===== config.mk =====
export PLATFORM = sky130hd
export DESIGN_NAME = rsc_front
export DESIGN_NICKNAME = d
export VERILOG_FILES = /design/src/sv/rsc_pkg.sv /design/src/sv/rsc_front.sv
export SDC_FILE = /design/constraint.sdc
export NUM_CORES = 1
export LEC_CHECK = 0
export ABC_AREA = 1
export BUFFER_PORTS_ARGS = -buffer_cell sky130_fd_sc_hd__clkbuf_2
export CAP_MARGIN = 15
export CORE_ASPECT_RATIO = 0.7
export CORE_MARGIN = 3
export CORE_UTILIZATION = 30
export CTS_BUF_LIST = sky130_fd_sc_hd__clkbuf_4
export DETAILED_ROUTE_END_ITERATION = 10
export PLACE_DENSITY = 0.67
export SLEW_MARGIN = 40
export SYNTH_ARGS = -nofsm -noshare
export SYNTH_HDL_FRONTEND = slang
export SYNTH_SLANG_ARGS = --single-unit

===== constraint.sdc =====
create_clock -name i_clk -period 2 [get_ports i_clk]
set_input_delay 0 -clock i_clk [delete_from_list [all_inputs] [get_ports i_clk]]
set_output_delay 0 -clock i_clk [all_outputs]
set_load 0.05 [all_outputs]

===== src/sv/rsc_pkg.sv =====
// Shared types, codes and sizes for the RPN stack calculator.
// No dependencies; every other file but rsc_ram imports this package.
package rsc_pkg;

    // Q16.16 data path
    localparam int Q_W       = 32;
    localparam int FRAC_W    = 16;

    // Operand stack sizing
    localparam int STACK_DEPTH = 64;
    localparam int STACK_AW    = $clog2(STACK_DEPTH);
    localparam int SP_W        = $clog2(STACK_DEPTH + 1);

    // Input opcodes
    localparam int OPC_W = 3;
    localparam logic [OPC_W-1:0] OP_PUSH = 3'd0;
    localparam logic [OPC_W-1:0] OP_ADD  = 3'd1;
    localparam logic [OPC_W-1:0] OP_SUB  = 3'd2;
    localparam logic [OPC_W-1:0] OP_MUL  = 3'd3;
    localparam logic [OPC_W-1:0] OP_DIV  = 3'd4;

    // Command kinds after classification
    localparam int KIND_W = 3;
    localparam logic [KIND_W-1:0] K_PUSH    = 3'd0;
    localparam logic [KIND_W-1:0] K_ADD     = 3'd1;
    localparam logic [KIND_W-1:0] K_SUB     = 3'd2;
    localparam logic [KIND_W-1:0] K_MUL     = 3'd3;
    localparam logic [KIND_W-1:0] K_DIV     = 3'd4;
    localparam logic [KIND_W-1:0] K_UNKNOWN = 3'd5;

    // Result status codes
    localparam int ST_W = 3;
    localparam logic [ST_W-1:0] ST_OK      = 3'd0;
    localparam logic [ST_W-1:0] ST_MISSING = 3'd1;
    localparam logic [ST_W-1:0] ST_DIVZERO = 3'd2;
    localparam logic [ST_W-1:0] ST_UNKNOWN = 3'd3;
    localparam logic [ST_W-1:0] ST_FULL    = 3'd4;

    // Saturation limits
    localparam logic signed [Q_W-1:0] Q_MAX = {1'b0, {(Q_W-1){1'b1}}};
    localparam logic signed [Q_W-1:0] Q_MIN = {1'b1, {(Q_W-1){1'b0}}};

    // Command queue between front and back
    localparam int FIFO_DEPTH = 2;
    localparam int FIFO_AW    = $clog2(FIFO_DEPTH);
    localparam int FIFO_CW    = $clog2(FIFO_DEPTH + 1);

    // Divider: quotient of (left << 16) / right, two bits per cycle
    localparam int DIV_QW    = Q_W + FRAC_W;
    localparam int DIV_BITS  = 2;
    localparam int DIV_ITERS = DIV_QW / DIV_BITS;
    localparam int DIV_CW    = $clog2(DIV_ITERS + 1);

    typedef struct packed {
        logic [KIND_W-1:0]       kind;
        logic signed [Q_W-1:0]   operand;
    } t_cmd;

    function automatic logic signed [Q_W-1:0] sat_sum(input logic signed [Q_W:0] v);
        if (v[Q_W] != v[Q_W-1]) begin
            return v[Q_W] ? Q_MIN : Q_MAX;
        end
        return v[Q_W-1:0];
    endfunction

    function automatic logic signed [Q_W-1:0] sat_wide(input logic signed [DIV_QW-1:0] v);
        if (v[DIV_QW-1:Q_W-1] != {(DIV_QW-Q_W+1){v[DIV_QW-1]}}) begin
            return v[DIV_QW-1] ? Q_MIN : Q_MAX;
        end
        return v[Q_W-1:0];
    endfunction

endpackage


===== src/sv/rsc_front.sv =====
// Input stage: takes requests, classifies the opcode and hands commands to the queue.
// Depends on rsc_pkg for opcodes, command kinds and the command type.
module rsc_front
    import rsc_pkg::*;
(
    input  logic                  i_clk,
    input  logic                  i_rst_n,
    input  logic                  i_valid,
    output logic                  o_stall,
    input  logic [OPC_W-1:0]      i_opcode,
    input  logic signed [Q_W-1:0] i_operand,
    output logic                  o_cmd_valid,
    output t_cmd                  o_cmd,
    input  logic                  i_cmd_full
);

    logic              r_valid;
    t_cmd              r_cmd;
    logic [KIND_W-1:0] kind;
    logic              accept;

    always_comb begin
        unique case (i_opcode)
            OP_PUSH: kind = K_PUSH;
            OP_ADD:  kind = K_ADD;
            OP_SUB:  kind = K_SUB;
            OP_MUL:  kind = K_MUL;
            OP_DIV:  kind = K_DIV;
            default: kind = K_UNKNOWN;
        endcase
    end

    assign o_stall     = r_valid && i_cmd_full;
    assign accept      = i_valid && !o_stall;
    assign o_cmd_valid = r_valid;
    assign o_cmd       = r_cmd;

    always_ff @(posedge i_clk) begin
        if (accept) begin
            r_cmd.kind    <= kind;
            r_cmd.operand <= i_operand;
        end
    end

    always_ff @(posedge i_clk) begin
        if (!i_rst_n) begin
            r_valid <= 1'b0;
        end else if (accept) begin
            r_valid <= 1'b1;
        end else if (!i_cmd_full) begin
            r_valid <= 1'b0;
        end
    end

endmodule


==> results of run 1 <==
-- synth_stat cells --
cell type and count:
inv_1 3, edfxtp_1 35, dfxtp_1 1, clkbuf_1 1
nor2_2 1, a21oi_2 1, a21o_1 1, nand2_2 1
nor2_1 1, inv_2 1
-- sequential cells by signal, indices dropped and copies added (netlist names) --
signal / flops
o_cmd: 35
o_cmd_valid: 1
-- final timing paths --
kind	end	cells past startpoint	slack, ns	start
max	o_cmd[32]	4	0.67	o_cmd_valid
min reg2reg	o_cmd[4]	3	0.80	o_cmd_valid
min	o_cmd[4]	4	0.15	i_cmd_full
max reg2reg	o_cmd[32]	4	0.67	o_cmd_valid
-- area by class of cell --
type                       instances  area (um2)  area share
timing repair buffer             114         776       0.381
sequential                        36        1070       0.525
inverter                           4        15.0     0.00737
multi-input combinational          5        37.5      0.0184
clock buffer                       5        37.5      0.0184
clock inverter                     3        42.5      0.0209
tap                               47        58.8      0.0289
-- worst max-delay path, delay by kind of cell, from the launching register on --
| family | cells | cell delay [ns] |
|---|---|---|
| flops | 1 | 0.35 |
| buf+inv | 2 | 0.28 |
| simple gates | 2 | 0.40 |
-- logic make-up after synthesis --
group	after synthesis	share of synthesized area
DFF	36	0.954
buffers and inverters	5	0.0167
AOI/OAI and AO/OA	2	0.0145
and+or+nand+nor	3	0.0145
-- power by group through the flow --
stage | combinational, uW | clock (uW) | sequential [uW]
6_report | 324 | 507 | 891
3_3_place_gp | 261 | 0 | 906
4_1_cts | 322 | 520 | 890
2_1_floorplan | 24.3 | 0 | 1060
5_1_grt | 340 | 567 | 895
3_5_place_dp | 264 | 0 | 907
-- metrics by stage --
stage	util	total power, uW	instance area (um2)	setup WS, ns	cells
global route	0.606	1800	2040	0.606	214
CTS	0.606	1730	2040	0.710	214
global placement	0.469	1170	1580	0.772	168
detailed placement	0.469	1170	1580	0.739	168
finish	0.606	1720	2040	0.671	214
floorplan	-	1080	1130	0.293	46
-- routing by layer --
| metal | global-route usage | vias to the layer above |
|---|---|---|
| met5 | 0 | - |
| met1 | 0.133 | 391 |
| met3 | 0.0804 | 5 |
| met4 | 0.0588 | 0 |
| li1 | - | 413 |
| met2 | 0.240 | 56 |
-- what timing repair did --
item,4_1_cts,5_1_grt
setup buffers,0,0
endpoints found under the hold margin,36,0
hold buffers,38,0
endpoints found under the setup margin,0,0
==> reports/results.ini, run 1 <==
[setup_path]
critPathMaxStageDelay_ns=0.35
startpoint_type=flip-flop
cp.required_ns=2.05
slowest_stage=dfxtp_1
criticalPathCategory=flip-flop to flip-flop
crit_path_end_kind=flip-flop
cp_cell_sequence=nand2_2 -> inv_2 -> nor2_4 -> buf_12
crit_fanout=24
crit_arrival_ns=1.38

[yosys]
synth_seq_cells=36
ys_types=10
synthTopCellsByArea=edfxtp_1, dfxtp_1, inv_1, a21oi_2, a21o_1
synth_fp_nets=85
syn_area_um2=1120
yosysTopAreaCellShare=0.936
synth_top_area_cell=edfxtp_1
avgSynthCellArea_um2=24.4
yosysWarnings=0
ys_seq_area_frac=0.954
synth_cells=46

[sta]
fin_setup_tns_ns=0
fmax_mhz=753
tightest_slew_ns=0.380
hold_slack_ns=0.145
finalClockSkew_ns=0.00730
rsz0062_at_grt=no
final_max_slew_viol_count=0
setup_viol=0
fin_crit_ns=1.33
hold_viol_final=0
final.period_utilization=0.664
relSlewSlack=0.746

[clock_network]
cts_sinks=36
clk_pin_slew_ns=0.12
clkLatencyLatePin_ns=0.33
clockBufferDepth=2
cts_root_buf=clkbuf_4
cts-htree-levels=2
ctsResizeCount=0
cts_buffers=5
cts_tree=yes

[drt]
wl_met1_um=972
dr_wl_met3_um=366
drt_first_pass_iters=4
vias=865
wl_met2_um=1470
routed.top_layer=met4
drt_iter0_drc=52
wire_per_inst_um=13.3
avgViaCountPerCell=4.04
wl_um=2840
drc=0
ant_nets=0

[pwr]
vdd_drop_max_mv=0.454
p_leak_uw=0.000906
p_per_area_nw_per_um2=845
netSwitchingFraction=0.274
p_clk_frac=0.295
switching_power_uw=472
p_seq_frac=0.517
p_comb_frac=0.188
internal_power_uw=1250

[floorplan]
core_um2=3360
start_util=0.334
num_rows=17
die_y_um=57.2
die_x_um=79.1
ios=76
dieArea_um2=4520

[global_routing]
grt_max_degree=25
grt_pass1_vias=983
grt_usage=0.138
grt_pass1_wl_um=4530
grt-ovfl-total=0
antenna_found_initial=0

[place]
port_buffers=75
place.gp.congestion=0.670

[final_layout]
n_fill_cell=276
num-nets-final=205
layout-area-overhead-vs-synth_pct=81.6
diodes=0
mostFrequentLayoutCells=clkbuf_2, dlygate4sd3_1, edfxtp_1
drive_gt1_frac=0.527
final_common_cell=clkbuf_2

[worst_hold_path]
hold_path_class=input pin to flip-flop

[status]
status=complete, no violations

[job]
cap_violations=0

Power figures use the tool's default switching activity.
==> inputs of run 2 (changes only) <==
clock period = 1.3 ns   (was 2 ns; I/O delays follow)
==> run 2 against run 1 <==
Compared with the run above: combinational power is 58% higher; via count is 0.69% higher; hold slack better by 0.12 ns; power is 55% higher; clock power is 54% higher; count of clock-buffer cells in the layout is 1 higher; design area is 1.8% higher; die area stayed put; register-to-register slack worse by 0.53 ns; flip-flop and latch count stayed put; utilization is 1.1 points higher; largest cell class unchanged.
==> reports/results.ini, run 2 (synthesis results as in run 1) <==
[global_routing]
grt-ovfl-total=0  ; unchanged
antenna_found_initial=0  ; unchanged
grt_pass1_wl_um=4720  ; was 4530 um
grt_pass1_vias=1034  ; was 983
grt_max_degree=20  ; was 25
grt_usage=0.143  ; was 0.138

[pwr]
p_comb_frac=0.192  ; was 0.188
internal_power_uw=1950  ; was 1250 uW
p_seq_frac=0.515  ; was 0.517
vdd_drop_max_mv=0.811  ; was 0.454 mV
netSwitchingFraction=0.267  ; was 0.274
p_clk_frac=0.294  ; was 0.295
p_per_area_nw_per_um2=1280  ; was 845 nW/um2
p_leak_uw=0.000928  ; was 0.000906 uW
switching_power_uw=711  ; was 472 uW

[final_layout]
utilization=0.617  ; was 0.606
final_area_um2=2070  ; was 2040 um2
num-nets-final=206  ; was 205
final_common_cell=clkbuf_2  ; unchanged
diodes=0  ; unchanged
layout-area-overhead-vs-synth_pct=84.8  ; was 81.6%
drive_gt1_frac=0.536  ; was 0.527
mostFrequentLayoutCells=clkbuf_2, dlygate4sd3_1, edfxtp_1  ; unchanged
largest_reg_flops=35  ; unchanged
final_cells=215  ; was 214
n_fill_cell=279  ; was 276

[clock_network]
cts_buffers=5  ; unchanged
post_cts_buffers=0  ; unchanged
cts-htree-levels=2  ; unchanged
ctsResizeCount=0  ; unchanged
cts_tree=yes  ; unchanged
cts_sinks=36  ; unchanged
ctsHoldBuffers=38  ; unchanged
clk_pin_slew_ns=0.11  ; was 0.12 ns
clockBufferDepth=2  ; unchanged
cts_root_buf=clkbuf_4  ; unchanged
clkLatencyLatePin_ns=0.33  ; about the same

[place]
port_buffers=75  ; unchanged
place_inst=169  ; was 168
place.gp.congestion=0.631  ; was 0.670
pre_cts_ws_ns=0.195  ; was 0.739 ns
postPlaceCellArea_um2=1610  ; was 1580 um2

[drt]
wl_um=2960  ; was 2840 um
ant_nets=0  ; unchanged
avgViaCountPerCell=4.05  ; was 4.04
vias=871  ; was 865
drc=0  ; unchanged
drt_iter0_drc=24  ; was 52
drt_first_pass_iters=2  ; was 4
wire_per_inst_um=13.8  ; was 13.3 um

[setup_path]
crit_path_end_kind=flip-flop  ; unchanged
cp_cell_sequence=dlygate4sd3_1 -> clkbuf_2 -> a21o_1 -> dlygate4sd3_1  ; was nand2_2 -> inv_2 -> nor2_4 -> buf_12
crit_top_cell=dlygate4sd3_1
criticalPathCategory=input pin to flip-flop  ; was flip-flop to flip-flop
critPathMaxStageDelay_ns=0.54  ; was 0.35 ns
crit_fanout=3  ; was 24
slowest_stage=dlygate4sd3_1  ; was dfxtp_1
startpoint_type=input pin  ; was flip-flop
r2r-start=o_cmd_valid  ; unchanged
crit_arrival_ns=1.36  ; was 1.38 ns
cp-startpoint=i_opcode[2]  ; was o_cmd_valid
cp.required_ns=1.39  ; was 2.05 ns

[job]
cap_violations=0  ; unchanged

[floorplan]
core_um2=3360  ; unchanged
num_rows=17  ; unchanged
die_x_um=79.1  ; unchanged
die_y_um=57.2  ; unchanged
dieArea_um2=4520  ; unchanged
start_util=0.334  ; unchanged
ios=76  ; unchanged

[sta]
fin_crit_ns=1.27
finalClockSkew_ns=0.0112  ; was 0.00730 ns
fin_ws_ns=0.0270  ; was 0.671 ns
hold_viol_final=0  ; unchanged
fmax_mhz=786
rsz0062_at_grt=no  ; unchanged
relSlewSlack=0.808  ; was 0.746
final.period_utilization=0.979
final_max_slew_viol_count=0  ; unchanged
setup_viol=0  ; unchanged
tightest_slew_ns=0.290  ; was 0.380 ns

[worst_hold_path]
hold_start=i_valid  ; was i_cmd_full
hold_path_class=input pin to flip-flop  ; unchanged

[status]
status=complete, no violations  ; unchanged

[run 2: final timing paths]
kind,endpoint,slack [ns],depth (start not counted)
worst min register to register,o_cmd[11],0.85,4
worst min-delay path,o_cmd[11],0.26,4
worst max register to register,o_cmd_valid,0.14,3
worst max-delay path,o_cmd[32],0.03,4
[run 2: cell type report]
class	instances	area [um2]	share of cell area
repair buffers	115	796	0.384
inverters	4	22.5	0.0109
clock inverters	2	35.0	0.0169
well taps	47	58.8	0.0283
multi-input cells	5	42.5	0.0205
flip-flops and latches	36	1070	0.518
clock buffers	6	45.0	0.0217
[run 2: power groups by stage]
stage | registers, uW | clock network (uW) | logic, uW
final | 1370 | 783 | 511
after global routing | 1380 | 859 | 536
after CTS | 1370 | 811 | 508
after detailed placement | 1400 | 0 | 418
after global placement | 1400 | 0 | 415
after floorplan | 1630 | 0 | 40.3
[run 2: per-stage QoR]
stage / hold WS, ns / TNS (ns) / total power, uW
after floorplan: 0.0989 / -7.41 / 1670
after global placement: 0.177 / 0 / 1810
after detailed placement: 0.179 / 0 / 1820
after CTS: 0.215 / 0 / 2690
after global routing: 0.242 / 0 / 2770
final: 0.262 / 0 / 2660
[run 2: per-layer routing]
metal,up-vias,track usage,share of wire
li1,415,-,-
met4,0,0.0735,0.015
met1,399,0.136,0.36
met3,4,0.0773,0.12
met5,-,0,0
met2,53,0.252,0.50
[run 2: worst max-delay path, delay by kind of cell]
family,cells,cell delay (ns)
buffers and inverters,3,1.19
AO/OA/AOI/OAI,1,0.16
