--- config.mk ---
export PLATFORM = sky130hd
export DESIGN_NAME = rsc_fifo
export DESIGN_NICKNAME = d
export VERILOG_FILES = /design/src/sv/rsc_pkg.sv /design/src/sv/rsc_fifo.sv
export SDC_FILE = /design/constraint.sdc
export NUM_CORES = 1
export LEC_CHECK = 0
export ABC_AREA = 1
export BUFFER_PORTS_ARGS = -buffer_cell sky130_fd_sc_hd__buf_2
export CORE_ASPECT_RATIO = 1.4
export CORE_MARGIN = 2
export CORE_UTILIZATION = 54
export CTS_BUF_LIST = sky130_fd_sc_hd__clkbuf_8
export DETAILED_ROUTE_END_ITERATION = 16
export GPL_ROUTABILITY_DRIVEN = 0
export PLACE_DENSITY_LB_ADDON = 0.3
export SKIP_LAST_GASP = 1
export SLEW_MARGIN = 20
export SYNTH_ARGS = -nofsm -noshare
export SYNTH_HDL_FRONTEND = slang
export SYNTH_SLANG_ARGS = --single-unit
--- constraint.sdc ---
create_clock -name i_clk -period 3.4 [get_ports i_clk]
set_input_delay 0.51 -clock i_clk [delete_from_list [all_inputs] [get_ports i_clk]]
set_output_delay 0.51 -clock i_clk [all_outputs]
set_load 0.03 [all_outputs]
--- src/sv/rsc_pkg.sv ---
// Shared types, codes and sizes for the RPN stack calculator.
// No dependencies; every other file but rsc_ram imports this package.
package rsc_pkg;

    // Q16.16 data path
    localparam int Q_W       = 32;
    localparam int FRAC_W    = 16;

    // Operand stack sizing
    localparam int STACK_DEPTH = 64;
    localparam int STACK_AW    = $clog2(STACK_DEPTH);
    localparam int SP_W        = $clog2(STACK_DEPTH + 1);

    // Input opcodes
    localparam int OPC_W = 3;
    localparam logic [OPC_W-1:0] OP_PUSH = 3'd0;
    localparam logic [OPC_W-1:0] OP_ADD  = 3'd1;
    localparam logic [OPC_W-1:0] OP_SUB  = 3'd2;
    localparam logic [OPC_W-1:0] OP_MUL  = 3'd3;
    localparam logic [OPC_W-1:0] OP_DIV  = 3'd4;

    // Command kinds after classification
    localparam int KIND_W = 3;
    localparam logic [KIND_W-1:0] K_PUSH    = 3'd0;
    localparam logic [KIND_W-1:0] K_ADD     = 3'd1;
    localparam logic [KIND_W-1:0] K_SUB     = 3'd2;
    localparam logic [KIND_W-1:0] K_MUL     = 3'd3;
    localparam logic [KIND_W-1:0] K_DIV     = 3'd4;
    localparam logic [KIND_W-1:0] K_UNKNOWN = 3'd5;

    // Result status codes
    localparam int ST_W = 3;
    localparam logic [ST_W-1:0] ST_OK      = 3'd0;
    localparam logic [ST_W-1:0] ST_MISSING = 3'd1;
    localparam logic [ST_W-1:0] ST_DIVZERO = 3'd2;
    localparam logic [ST_W-1:0] ST_UNKNOWN = 3'd3;
    localparam logic [ST_W-1:0] ST_FULL    = 3'd4;

    // Saturation limits
    localparam logic signed [Q_W-1:0] Q_MAX = {1'b0, {(Q_W-1){1'b1}}};
    localparam logic signed [Q_W-1:0] Q_MIN = {1'b1, {(Q_W-1){1'b0}}};

    // Command queue between front and back
    localparam int FIFO_DEPTH = 2;
    localparam int FIFO_AW    = $clog2(FIFO_DEPTH);
    localparam int FIFO_CW    = $clog2(FIFO_DEPTH + 1);

    // Divider: quotient of (left << 16) / right, two bits per cycle
    localparam int DIV_QW    = Q_W + FRAC_W;
    localparam int DIV_BITS  = 2;
    localparam int DIV_ITERS = DIV_QW / DIV_BITS;
    localparam int DIV_CW    = $clog2(DIV_ITERS + 1);

    typedef struct packed {
        logic [KIND_W-1:0]       kind;
        logic signed [Q_W-1:0]   operand;
    } t_cmd;

    function automatic logic signed [Q_W-1:0] sat_sum(input logic signed [Q_W:0] v);
        if (v[Q_W] != v[Q_W-1]) begin
            return v[Q_W] ? Q_MIN : Q_MAX;
        end
        return v[Q_W-1:0];
    endfunction

    function automatic logic signed [Q_W-1:0] sat_wide(input logic signed [DIV_QW-1:0] v);
        if (v[DIV_QW-1:Q_W-1] != {(DIV_QW-Q_W+1){v[DIV_QW-1]}}) begin
            return v[DIV_QW-1] ? Q_MIN : Q_MAX;
        end
        return v[Q_W-1:0];
    endfunction

endpackage

--- src/sv/rsc_fifo.sv ---
// Short command queue between the front and the back of the calculator.
// Depends on rsc_pkg for the command type and queue depth.
module rsc_fifo
    import rsc_pkg::*;
(
    input  logic i_clk,
    input  logic i_rst_n,
    input  logic i_push,
    input  t_cmd i_cmd,
    output logic o_full,
    input  logic i_pop,
    output logic o_valid,
    output t_cmd o_cmd
);

    t_cmd               r_mem [FIFO_DEPTH];
    logic [FIFO_AW-1:0] r_wr_ptr;
    logic [FIFO_AW-1:0] r_rd_ptr;
    logic [FIFO_CW-1:0] r_count;
    logic               do_push;
    logic               do_pop;

    assign o_full  = (r_count == FIFO_CW'(FIFO_DEPTH));
    assign o_valid = (r_count != '0);
    assign o_cmd   = r_mem[r_rd_ptr];
    assign do_push = i_push && !o_full;
    assign do_pop  = i_pop && o_valid;

    always_ff @(posedge i_clk) begin
        if (do_push) begin
            r_mem[r_wr_ptr] <= i_cmd;
        end
    end

    always_ff @(posedge i_clk) begin
        if (!i_rst_n) begin
            r_wr_ptr <= '0;
            r_rd_ptr <= '0;
            r_count  <= '0;
        end else begin
            if (do_push) begin
                r_wr_ptr <= (r_wr_ptr == FIFO_AW'(FIFO_DEPTH - 1)) ? '0 : r_wr_ptr + 1'b1;
            end
            if (do_pop) begin
                r_rd_ptr <= (r_rd_ptr == FIFO_AW'(FIFO_DEPTH - 1)) ? '0 : r_rd_ptr + 1'b1;
            end
            if (do_push && !do_pop) begin
                r_count <= r_count + 1'b1;
            end else if (do_pop && !do_push) begin
                r_count <= r_count - 1'b1;
            end
        end
    end

endmodule

==> results by group, run 1 <==
CTS
  • Hold buffers post-CTS: 0
  • Clk slew on worst S/H paths: approximately 0.08 ns
  • Clk_lat worst skew: between 0.3 and 0.4 ns
  • Post-CTS Repair Setup Buffers: 0
  • # resized after CTS: 0
  • TritonCTS clock tree: done
  • CTS sink count: 75
  • CTS Buffer Depth: 2
  • Clk root buf: clkbuf_8
  • Num CTS Buffers: 9
  • H-Tree Depth: 3

Power and ir drop
  • Peak supply drop: 0.523 mV
  • PD cells: 781 nW/um^2
  • Gate power share: 30.5%
  • Static leakage: approximately 1.4 nW
  • Net Switching: 0.885 mW
  • Sw frac: 31.9%
  • Total power draw: approximately 2.8 mW
  • Flop pwr share: between 40% and 50%
  • Clock share of power: between 20 and 30%
  • Int Power: between 1.5 and 2 mW

Setup path
  • CP Max Fanout: 14
  • Slowest CP cell: dfxtp_2
  • Setup crit end: o_cmd[12]
  • Critical Path AT: 1.81 ns
  • Critical path type: reg -> out
  • R2R Setup Slk: 1.65 ns
  • Reg2reg path depth: 3
  • Critical Path End Type: output pin
  • CP required: a little under 3 ns
  • Worst path cell trace: buf_4 > mux2_2 > buf_2
  • Cell count along the critical path: 3
  • Worst stage delay on the critical path: a little under 0.6 ns
  • CP startpoint kind: flip-flop
  • CP bufs+invs: 2
  • Crit-path leading delay family: flip-flops
  • R2r startpoint: r_count[1]$_SDFFE_PN0P_
  • RR Endpoint: r_mem[1][30]$_DFFE_PP_

Routing
  • Per-cell routed wire length: ~15 um
  • Detail Route Antenna Nets: 0
  • Detailed Route WL: 4490 um
  • Drt pass-1 iters: 4
  • Routed vias/inst: ~4.9
  • Number of DRC markers in iteration 0: 33
  • Residual DRC count: 0
  • DR vias: approximately 1500

Yosys
  • YS warnings: 0
  • Syn Nets: approximately 190
  • Library cells used by synthesis: 16
  • Syn Area/Cell: about 20 um^2
  • Sequential-to-total area share from yosys stat: 75.3%
  • Cell area after synthesis: a little under 3000 um^2
  • Yosys reg bits: 75
  • Syn Inst Count: roughly 150

Floorplan
  • Die Span Y: 91.1 um
  • Total Die Area: 6030 um^2
  • Starting Density: a little under three fifths
  • # rows: 31
  • Core area: roughly 5200 um^2
  • Die W: 66.2 um
  • Top-level port count: 76

Timing
  • Slew headroom: between 30% and 40%
  • Worst clock skew: about 0.0072 ns
  • RSZ-0062 raised after global routing: false
  • Hold Slack: roughly 0.36 ns
  • FMAX: roughly 0.43 GHz
  • # setup viols final: 0
  • Final TNS setup: 0 ns
  • Worst setup margin: 1.08 ns
  • Final hold vios: 0
  • Final Critical Period: 2.32 ns
  • Max-slew violations: 0
  • Final worst-path cycle share: between 60% and 70%
  • Worst-margin pin slew: 0.996 ns

Place
  • HPWL Detailed: approximately 3100 um
  • Place WS: around 1.4 ns
  • Port bufs: between 70 and 80

Global routing
  • GRT Util Overall: between 10% and 20%
  • Vias in the first global route: roughly 1600
  • Largest net degree at the start of global routing: 36
  • Global-route wire length before repair: 7140 um
  • GRT overflow: 0
  • Initial antenna violation count: 0

Status
  • Outcome: finished, final reports clean

Cells and area
  • Area grow syn2layout: 21.6%
  • Layout cells sized above 1: 56.2%
  • Diode count: 0
  • Nets: 270

Hold path
  • Hold depth: 1
  • Class of the worst hold path: in -> reg
  • Hold wc startpoint: i_cmd[12]

Flow run
  • Maxcap violations: 0
==> state kept, by name, summed over array words and instances (netlist names), named ones only <==
name,flops
r_wr_ptr,1
r_rd_ptr,1
r_count,2
r_mem,70
==> power by group through the flow <==
| stage | Clock [mW] | Combinational [mW] | Sequential [mW] |
|---|---|---|---|
| finish | 0.696 | 0.848 | 1.23 |
| global placement | 0 | 0.847 | 1.25 |
| detailed placement | 0 | 0.861 | 1.26 |
| CTS | 0.718 | 0.862 | 1.24 |
| global route | 0.754 | 0.912 | 1.25 |
| floorplan | 0 | 0.712 | 1.22 |
==> how the worst min path moves through the flow <==
| stage | end | slack, ns |
|---|---|---|
| 2_1_floorplan | flip-flop | 0.47 |
| 3_5_place_dp | r_rd_ptr$_SDFFE_PN0P_ | 0.50 |
| 5_1_grt | r_mem[0][12]$_DFFE_PP_ | 0.33 |
| 4_1_cts | r_mem[0][18]$_DFFE_PP_ | 0.33 |
| 3_3_place_gp | r_rd_ptr$_SDFFE_PN0P_ | 0.48 |
| 6_report | r_mem[0][12]$_DFFE_PP_ | 0.36 |
==> worst reg2reg max path: stages, from the launching register on <==
cell and delay [ns]:
dfxtp_1 0.32, inv_1 0.14, o21ai_2 0.13, nor2_4 0.77
==> placed cells by master (no fill, tap or decap) <==
| cell | Yosys | layout |
|---|---|---|
| buf_2 | 0 | 75 |
| edfxtp_1 | 70 | 70 |
| mux2_4 | 30 | 30 |
| clkbuf_8 | 0 | 12 |
| inv_1 | 8 | 8 |
| nand2_1 | 7 | 7 |
| nor2_1 | 9 | 7 |
| mux2_2 | 5 | 5 |
| dfxtp_1 | 5 | 4 |
| nor2_4 | 0 | 2 |
| o21ai_0 | 2 | 2 |
| clkinv_2 | 0 | 2 |
| buf_4 | 0 | 2 |
| o21ai_2 | 1 | 1 |
| o21a_1 | 1 | 1 |
| a21oi_1 | 1 | 1 |
| nand3_1 | 1 | 1 |
| nand4_1 | 1 | 1 |
| ha_1 | 1 | 1 |
| dfxtp_2 | 0 | 1 |
| bufinv_16 | 0 | 1 |
| clkinvlp_4 | 0 | 1 |
==> through the flow <==
stage | std cells | util [%] | cell area [um^2]
after floorplan | 146 | - | 2930
after global placement | 285 | 64.3 | 3340
after detailed placement | 285 | 64.3 | 3340
after CTS | 301 | 68.4 | 3560
after global routing | 301 | 68.4 | 3560
final | 301 | 68.4 | 3560
==> cell usage after synthesis <==
cell type | count | area share [%]
o21ai_0 | 2 | 0.34
nand2_1 | 7 | 0.90
ha_1 | 1 | 0.43
mux2_4 | 30 | 15
buf_12 | 3 | 2.1
buf_6 | 1 | 0.38
o21a_1 | 1 | 0.26
inv_1 | 8 | 1.0
nand3_1 | 1 | 0.17
edfxtp_1 | 70 | 72
mux2_2 | 5 | 1.9
dfxtp_1 | 5 | 3.4
nor2_1 | 9 | 1.2
a21oi_1 | 1 | 0.17
o21ai_2 | 1 | 0.30
nand4_1 | 1 | 0.21
==> cells by family (layout without fill, tap and decap cells) <==
family	Yosys count	count (layout)	synth area share [%]
adder cells (fa/ha/maj)	1	1	0.428
flip-flops	75	75	75.3
multiplexers	35	35	17.3
AO/OA/AOI/OAI	5	5	1.07
AND/OR/NAND/NOR	18	18	2.44
buffers and inverters	12	101	3.46
==> layer usage <==
metal  vias up  share of wire, %  global-route usage (%)
met3         9               5.2                    5.45
li1        717                 -                       -
met2        46                55                    28.4
met1       705                38                    17.8
met5         -                 0                       0
met4         0               2.4                    9.18
==> cell type report <==
cell class,instances,area (um^2)
Clock inverter,4,47.5
Inverter,8,30.0
Sequential cell,75,2200
Fill cell,387,1640
Tap cell,66,82.6
Multi-Input combinational cell,59,637
Clock buffer,12,165
Timing Repair Buffer,77,390
Power figures use the tool's default switching activity.
==> run 2, diff against run 1 <==
--- a/config.mk
+++ b/config.mk
@@ -9,7 +9,7 @@
 export BUFFER_PORTS_ARGS = -buffer_cell sky130_fd_sc_hd__buf_2
 export CORE_ASPECT_RATIO = 1.4
 export CORE_MARGIN = 2
-export CORE_UTILIZATION = 54
+export CORE_UTILIZATION = 49
 export CTS_BUF_LIST = sky130_fd_sc_hd__clkbuf_8
 export DETAILED_ROUTE_END_ITERATION = 16
 export GPL_ROUTABILITY_DRIVEN = 0
==> constraint.sdc (replaced) <==
create_clock -name i_clk -period 1.9 [get_ports i_clk]
set_input_delay 0.285 -clock i_clk [delete_from_list [all_inputs] [get_ports i_clk]]
set_output_delay 0.285 -clock i_clk [all_outputs]
set_load 0.03 [all_outputs]
==> run 2 against run 1 <==
Against the previous run: sequential cell count did not move; core utilization fell by 7.2 points; register-to-register slack got worse by 1.3 ns; wire length fell by 0.62%; largest power group unchanged; die area rose by 9.7%; sequential power rose by 77%; critical path type unchanged; non-clock buffer count rose by 5.
==> results by group, run 2 (synthesized netlist as in run 1, its figures left out) <==
Status
  • Outcome: finished, final reports clean (unchanged)

Routing
  • Drt pass-1 iters: 4 (unchanged)
  • Routed vias/inst: 4.82 (was 4.91)
  • Per-cell routed wire length: 14.5 um (was 14.9 um)
  • Number of DRC markers in iteration 0: 76 (was 33)
  • Residual DRC count: 0 (unchanged)
  • DR vias: 1485 (was 1477)
  • Detailed Route WL: 4470 um (was 4490 um)
  • Detail Route Antenna Nets: 0 (unchanged)

CTS
  • CTS Buffer Depth: 2 (unchanged)
  • TritonCTS clock tree: done (unchanged)
  • CTS sink count: 75 (unchanged)
  • Hold buffers post-CTS: 0 (unchanged)
  • Clk root buf: clkbuf_8 (unchanged)
  • # resized after CTS: 0 (unchanged)
  • Post-CTS Repair Setup Buffers: 0 (unchanged)
  • Num CTS Buffers: 9 (unchanged)
  • Clk_lat worst skew: 0.34 ns (about the same)
  • Clk slew on worst S/H paths: 0.07 ns (was 0.08 ns)
  • H-Tree Depth: 3 (unchanged)

Timing
  • Final Critical Period: 1.82 ns
  • Worst-margin pin slew: 0.315 ns (was 0.996 ns)
  • Slew headroom: 79.0% (was 33.4%)
  • Max-slew violations: 0 (unchanged)
  • Final hold vios: 0 (unchanged)
  • Worst clock skew: 0.00838 ns (was 0.00721 ns)
  • RSZ-0062 raised after global routing: false (unchanged)
  • FMAX: roughly 0.55 GHz
  • # setup viols final: 0 (unchanged)
  • Final worst-path cycle share: between 90% and 100%

Hold path
  • Class of the worst hold path: in -> reg (unchanged)
  • Hold wc startpoint: i_cmd[15] (was i_cmd[12])
  • Hold depth: 1 (unchanged)
  • Worst Hold Path EP: r_mem[1][15]$_DFFE_PP_ (was r_mem[0][12]$_DFFE_PP_)

Cells and area
  • Nets: 275 (was 270)
  • Fill cells: 456 (was 387)
  • Diode count: 0 (unchanged)
  • Fin cells: 308 (was 301)
  • Biggest regs: r_mem: 70 flops, r_count: 2 flops (unchanged)
  • Biggest register: r_mem (unchanged)
  • Commonest non-fill, non-tap cell in the layout: buf_2 (unchanged)
  • Storage element area: 2200 um^2 (unchanged)
  • Area of the multi-input gates: 637 um^2 (unchanged)
  • Max reg flops: 70 (unchanged)
  • Area grow syn2layout: 21.9% (was 21.6%)
  • Most frequent cells in the layout: buf_2, edfxtp_1, mux2_4 (unchanged)
  • Layout cells sized above 1: 56.7% (was 56.2%)

Floorplan
  • Starting Density: 50.2% (was 56.3%)
  • Die W: 69.3 um (was 66.2 um)
  • Top-level port count: 76 (unchanged)
  • # rows: 33 (was 31)
  • Die Span Y: 95.4 um (was 91.1 um)
  • Total Die Area: 6610 um^2 (was 6030 um^2)
  • Core area: 5820 um^2 (was 5200 um^2)

Setup path
  • RR Endpoint: r_count[1]$_SDFFE_PN0P_ (was r_mem[1][30]$_DFFE_PP_)
  • R2r startpoint: r_count[1]$_SDFFE_PN0P_ (unchanged)
  • Slowest CP cell: dfxtp_2 (unchanged)
  • CP required: 1.62 ns (was 2.89 ns)
  • Reg2reg path depth: 9 (was 3)
  • CP Max Fanout: 12 (was 14)
  • Worst stage delay on the critical path: 0.40 ns (was 0.59 ns)
  • Crit-path leading delay family: buffers and inverters (was flip-flops)
  • Critical Path End Type: output pin (unchanged)
  • CP startpoint kind: flip-flop (unchanged)
  • Critical path type: reg -> out (unchanged)
  • CP bufs+invs: 2 (unchanged)
  • R2R Setup Slk: 0.37 ns (was 1.65 ns)
  • Critical Path AT: 1.53 ns (was 1.81 ns)
  • Worst path cell trace: buf_4 > mux2_4 > buf_2 (was buf_4 > mux2_2 > buf_2)

Global routing
  • GRT Util Overall: 14.4% (was 16.7%)
  • Initial antenna violation count: 0 (unchanged)
  • GRT overflow: 0 (unchanged)
  • Global-route wire length before repair: 6840 um (was 7140 um)
  • Vias in the first global route: 1455 (was 1575)
  • Largest net degree at the start of global routing: 24 (was 36)

Power and ir drop
  • PD cells: 1370 nW/um^2 (was 781 nW/um^2)
  • Peak supply drop: 0.907 mV (was 0.523 mV)
  • Total power draw: 4.87 mW (was 2.78 mW)
  • Static leakage: 1.44 nW (was 1.43 nW)

Place
  • HPWL Detailed: 3210 um (was 3090 um)
  • Placed Instances: 294 (was 285)
  • Port bufs: 75 (unchanged)

Flow run
  • Maxcap violations: 0 (unchanged)
run 2: worst register-to-register path: stages, from the launching register on:
cell	delay [ns]
dfxtp_1	0.36
inv_1	0.09
o21ai_2	0.28
inv_1	0.11
ha_1	0.31
inv_1	0.08
nand3_1	0.08
nand2_1	0.06
inv_1	0.03
nor2_1	0.08
run 2: layout make-up:
cell class	instances	area share, %
well taps	70	2.46
clock buffers	9	3.47
inverters	8	0.842
repair buffers	82	12.0
clock inverters	5	1.58
flip-flops and latches	75	61.8
multi-input cells	59	17.9
run 2: metrics by stage:
stage	TNS [ns]	util [%]	worst slack (ns)	cell area (um^2)	hold slack (ns)
6_report	0	61.3	0.0814	3570	0.131
5_1_grt	0	61.3	0.00552	3570	0.105
4_1_cts	0	61.3	0.0454	3570	0.112
3_5_place_dp	0	58.2	0.381	3390	0.476
3_3_place_gp	0	58.2	0.428	3390	0.472
2_1_floorplan	-34.68	-	-0.495	2930	0.384
run 2: per-layer routing:
layer	up-vias	share of wire [%]	track usage, %
met4	0	2.7	9.80
met2	48	54	24.0
met5	-	0	0
li1	728	-	-
met3	12	6.4	5.50
met1	697	37	15.2
run 2: power by group:
part	internal [mW]	switching (mW)	leakage, nW	total [mW]
registers	2.09	0.0862	0.695	2.18
logic	0.611	0.962	0.657	1.57
clock network	0.588	0.530	0.0909	1.12
total	3.29	1.58	1.44	4.87
run 2: worst max path at each step:
stage / start / end / slack (ns) / cells past startpoint
after floorplan: r_count[1]$_SDFFE_PN0P_ / r_mem[1][0]$_DFFE_PP_ / -0.50 / 3
after global placement: flip-flop / o_cmd[25] / 0.43 / 3
after detailed placement: r_count[1]$_SDFFE_PN0P_ / r_count[1]$_SDFFE_PN0P_ / 0.38 / 9
after CTS: flip-flop / o_cmd[25] / 0.05 / 3
after global routing: flip-flop / o_cmd[25] / 0.006 / 3
final: flip-flop / o_cmd[30] / 0.08 / 3
==> run 3, diff against run 2 <==
--- a/config.mk
+++ b/config.mk
@@ -7,7 +7,6 @@
 export LEC_CHECK = 0
 export ABC_AREA = 1
 export BUFFER_PORTS_ARGS = -buffer_cell sky130_fd_sc_hd__buf_2
-export CORE_ASPECT_RATIO = 1.4
 export CORE_MARGIN = 2
 export CORE_UTILIZATION = 49
 export CTS_BUF_LIST = sky130_fd_sc_hd__clkbuf_8
@@ -19,3 +18,4 @@
 export SYNTH_ARGS = -nofsm -noshare
 export SYNTH_HDL_FRONTEND = slang
 export SYNTH_SLANG_ARGS = --single-unit
+export TNS_END_PERCENT = 100
==> run 3 against run 2 <==
Against the previous run: core utilization grew 0.51 points; clock power grew 23%; fmax grew 1.9%; design area grew 1.3%; power grew 5.4%; die area shrank 0.13%; critical endpoint is now o_cmd[14].
==> results by group, run 3 (synthesized netlist as in run 1, its figures left out) <==
Setup path
  • Worst stage delay on the critical path: 0.38 ns (was 0.40 ns)
  • CP Max Fanout: 17 (was 12)
  • Critical path type: reg -> out (unchanged)
  • CP bufs+invs: 2 (unchanged)
  • CP startpoint kind: flip-flop (unchanged)
  • CP required: 1.62 ns (about the same)
  • Cell count along the critical path: 3 (unchanged)
  • R2R Setup Slk: 0.34 ns (was 0.37 ns)
  • Crit-path leading delay family: buffers and inverters (unchanged)
  • Critical Path AT: 1.50 ns (was 1.53 ns)
  • R2r startpoint: r_count[1]$_SDFFE_PN0P_ (unchanged)
  • Slowest CP cell: mux2_2 (was dfxtp_2)
  • Critical Path End Type: output pin (unchanged)
  • Worst path cell trace: buf_4 > mux2_2 > buf_2 (was buf_4 > mux2_4 > buf_2)
  • RR Endpoint: r_count[1]$_SDFFE_PN0P_ (unchanged)
  • Reg2reg path depth: 9 (unchanged)

Timing
  • Slew headroom: 77.2% (was 79.0%)
  • Final worst-path cycle share: 93.9% (was 95.7%)
  • Final TNS setup: 0 ns (unchanged)
  • # setup viols final: 0 (unchanged)
  • Worst-margin pin slew: 0.342 ns (was 0.315 ns)
  • Worst clock skew: 0.00672 ns (was 0.00838 ns)
  • Max-slew violations: 0 (unchanged)
  • RSZ-0062 raised after global routing: false (unchanged)
  • FMAX: 0.560 GHz (was 0.550 GHz)
  • Final Critical Period: 1.78 ns (was 1.82 ns)
  • Final hold vios: 0 (unchanged)

CTS
  • # resized after CTS: 0 (unchanged)
  • Num CTS Buffers: 9 (unchanged)
  • Hold buffers post-CTS: 0 (unchanged)
  • Post-CTS Repair Setup Buffers: 0 (unchanged)
  • H-Tree Depth: 3 (unchanged)
  • CTS sink count: 75 (unchanged)
  • Clk slew on worst S/H paths: 0.07 ns (about the same)
  • CTS Buffer Depth: 2 (unchanged)
  • TritonCTS clock tree: done (unchanged)
  • Clk root buf: clkbuf_8 (unchanged)
  • Clk_lat worst skew: 0.33 ns (was 0.34 ns)

Floorplan
  • Top-level port count: 76 (unchanged)
  • Die Span Y: 81.3 um (was 95.4 um)
  • Total Die Area: 6600 um^2 (was 6610 um^2)
  • Starting Density: 50.0% (was 50.2%)
  • Core area: 5850 um^2 (was 5820 um^2)
  • Die W: 81.3 um (was 69.3 um)
  • # rows: 28 (was 33)

Place
  • HPWL Detailed: 3080 um (was 3210 um)
  • Port bufs: 75 (unchanged)

Power and ir drop
  • PD cells: 1420 nW/um^2 (was 1370 nW/um^2)
  • Static leakage: 1.46 nW (was 1.44 nW)
  • Peak supply drop: 0.813 mV (was 0.907 mV)

Cells and area
  • Diode count: 0 (unchanged)
  • Max reg flops: 70 (unchanged)
  • Biggest register: r_mem (unchanged)
  • Area of the multi-input gates: 637 um^2 (unchanged)
  • Area grow syn2layout: 23.5% (was 21.9%)
  • Layout cells sized above 1: 55.9% (was 56.7%)
  • Core Util, Final: 61.8% (was 61.3%)
  • Commonest non-fill, non-tap cell in the layout: buf_2 (unchanged)
  • Biggest regs: r_mem: 70 flops, r_count: 2 flops (unchanged)
  • Nets: 274 (was 275)
  • Most frequent cells in the layout: buf_2, edfxtp_1, mux2_4 (unchanged)
  • Fill cells: 439 (was 456)
  • Storage element area: 2200 um^2 (unchanged)

Routing
  • Detail Route Antenna Nets: 0 (unchanged)
  • Routed vias/inst: 4.75 (was 4.82)
  • Detailed Route WL: 4500 um (was 4470 um)
  • Drt pass-1 iters: 4 (unchanged)
  • DR vias: 1488 (was 1485)
  • Residual DRC count: 0 (unchanged)
  • Per-cell routed wire length: 14.4 um (was 14.5 um)
  • Number of DRC markers in iteration 0: 86 (was 76)

Global routing
  • Initial antenna violation count: 0 (unchanged)
  • Vias in the first global route: 1565 (was 1455)
  • Largest net degree at the start of global routing: 20 (was 24)
  • GRT overflow: 0 (unchanged)
  • Global-route wire length before repair: 6930 um (was 6840 um)
  • GRT Util Overall: 14.6% (was 14.4%)

Hold path
  • Class of the worst hold path: in -> reg (unchanged)
  • Hold wc startpoint: i_cmd[34] (was i_cmd[15])
  • Hold depth: 1 (unchanged)
  • Worst Hold Path EP: r_mem[1][34]$_DFFE_PP_ (was r_mem[1][15]$_DFFE_PP_)

Status
  • Outcome: finished, final reports clean (unchanged)

Flow run
  • Maxcap violations: 0 (unchanged)
==> run 3: cell count changes in the layout (fill, tap and decap cells not counted) <==
cell,previous run,this run
buf_4,7,6
bufinv_16,1,3
clkinv_1,0,2
clkinv_2,2,0
clkinv_4,1,0
==> run 3: power breakdown <==
group          switching, mW  internal, mW
registers             0.0766          2.09
clock network          0.527         0.856
logic                  0.975         0.607
==> run 3: how the worst max path moves through the flow <==
| stage | startpoint | end | slack (ns) |
|---|---|---|---|
| after floorplan | r_count[1]$_SDFFE_PN0P_ | r_mem[1][0]$_DFFE_PP_ | -0.50 |
| after global placement | r_count[1]$_SDFFE_PN0P_ | r_count[1]$_SDFFE_PN0P_ | 0.45 |
| after detailed placement | r_count[1]$_SDFFE_PN0P_ | r_count[1]$_SDFFE_PN0P_ | 0.38 |
| after CTS | flip-flop | o_cmd[14] | 0.08 |
| after global routing | flip-flop | o_cmd[14] | 0.05 |
| final | flip-flop | o_cmd[14] | 0.12 |
==> run 3: metal layers <==
metal  track usage [%]  vias to the layer above  routed length [um]
met4              8.14                        0                  55
li1                  -                      722                   -
met3              4.00                        6                 263
met2              24.9                       43                2400
met5                 0                        -                   0
met1              16.4                      717                1780
==> run 3: area by class of cell <==
class | count | share of cell area [%]
inverters | 8 | 0.831
repair buffers | 81 | 11.6
multi-input cells | 59 | 17.6
clock buffers | 9 | 3.43
flip-flops and latches | 75 | 61.0
clock inverters | 6 | 2.91
well taps | 75 | 2.60
==> run 3: worst register-to-register path: cells and delay by family, from the launching register on <==
family,cells,cell delay [ns]
buf+inv,4,0.32
flops,1,0.36
simple gates,3,0.21
compound gates,1,0.28
fa+ha+maj,1,0.33
==> run 3: stage by stage <==
step	cell area, um^2	power, mW	hold slack [ns]	setup WS, ns	instances
floorplan	2930	3.47	0.384	-0.495	146
global placement	3380	3.78	0.473	0.453	298
detailed placement	3380	3.80	0.476	0.379	298
CTS	3610	5.19	0.121	0.0796	313
global route	3610	5.37	0.124	0.0510	313
finish	3610	5.13	0.140	0.115	313
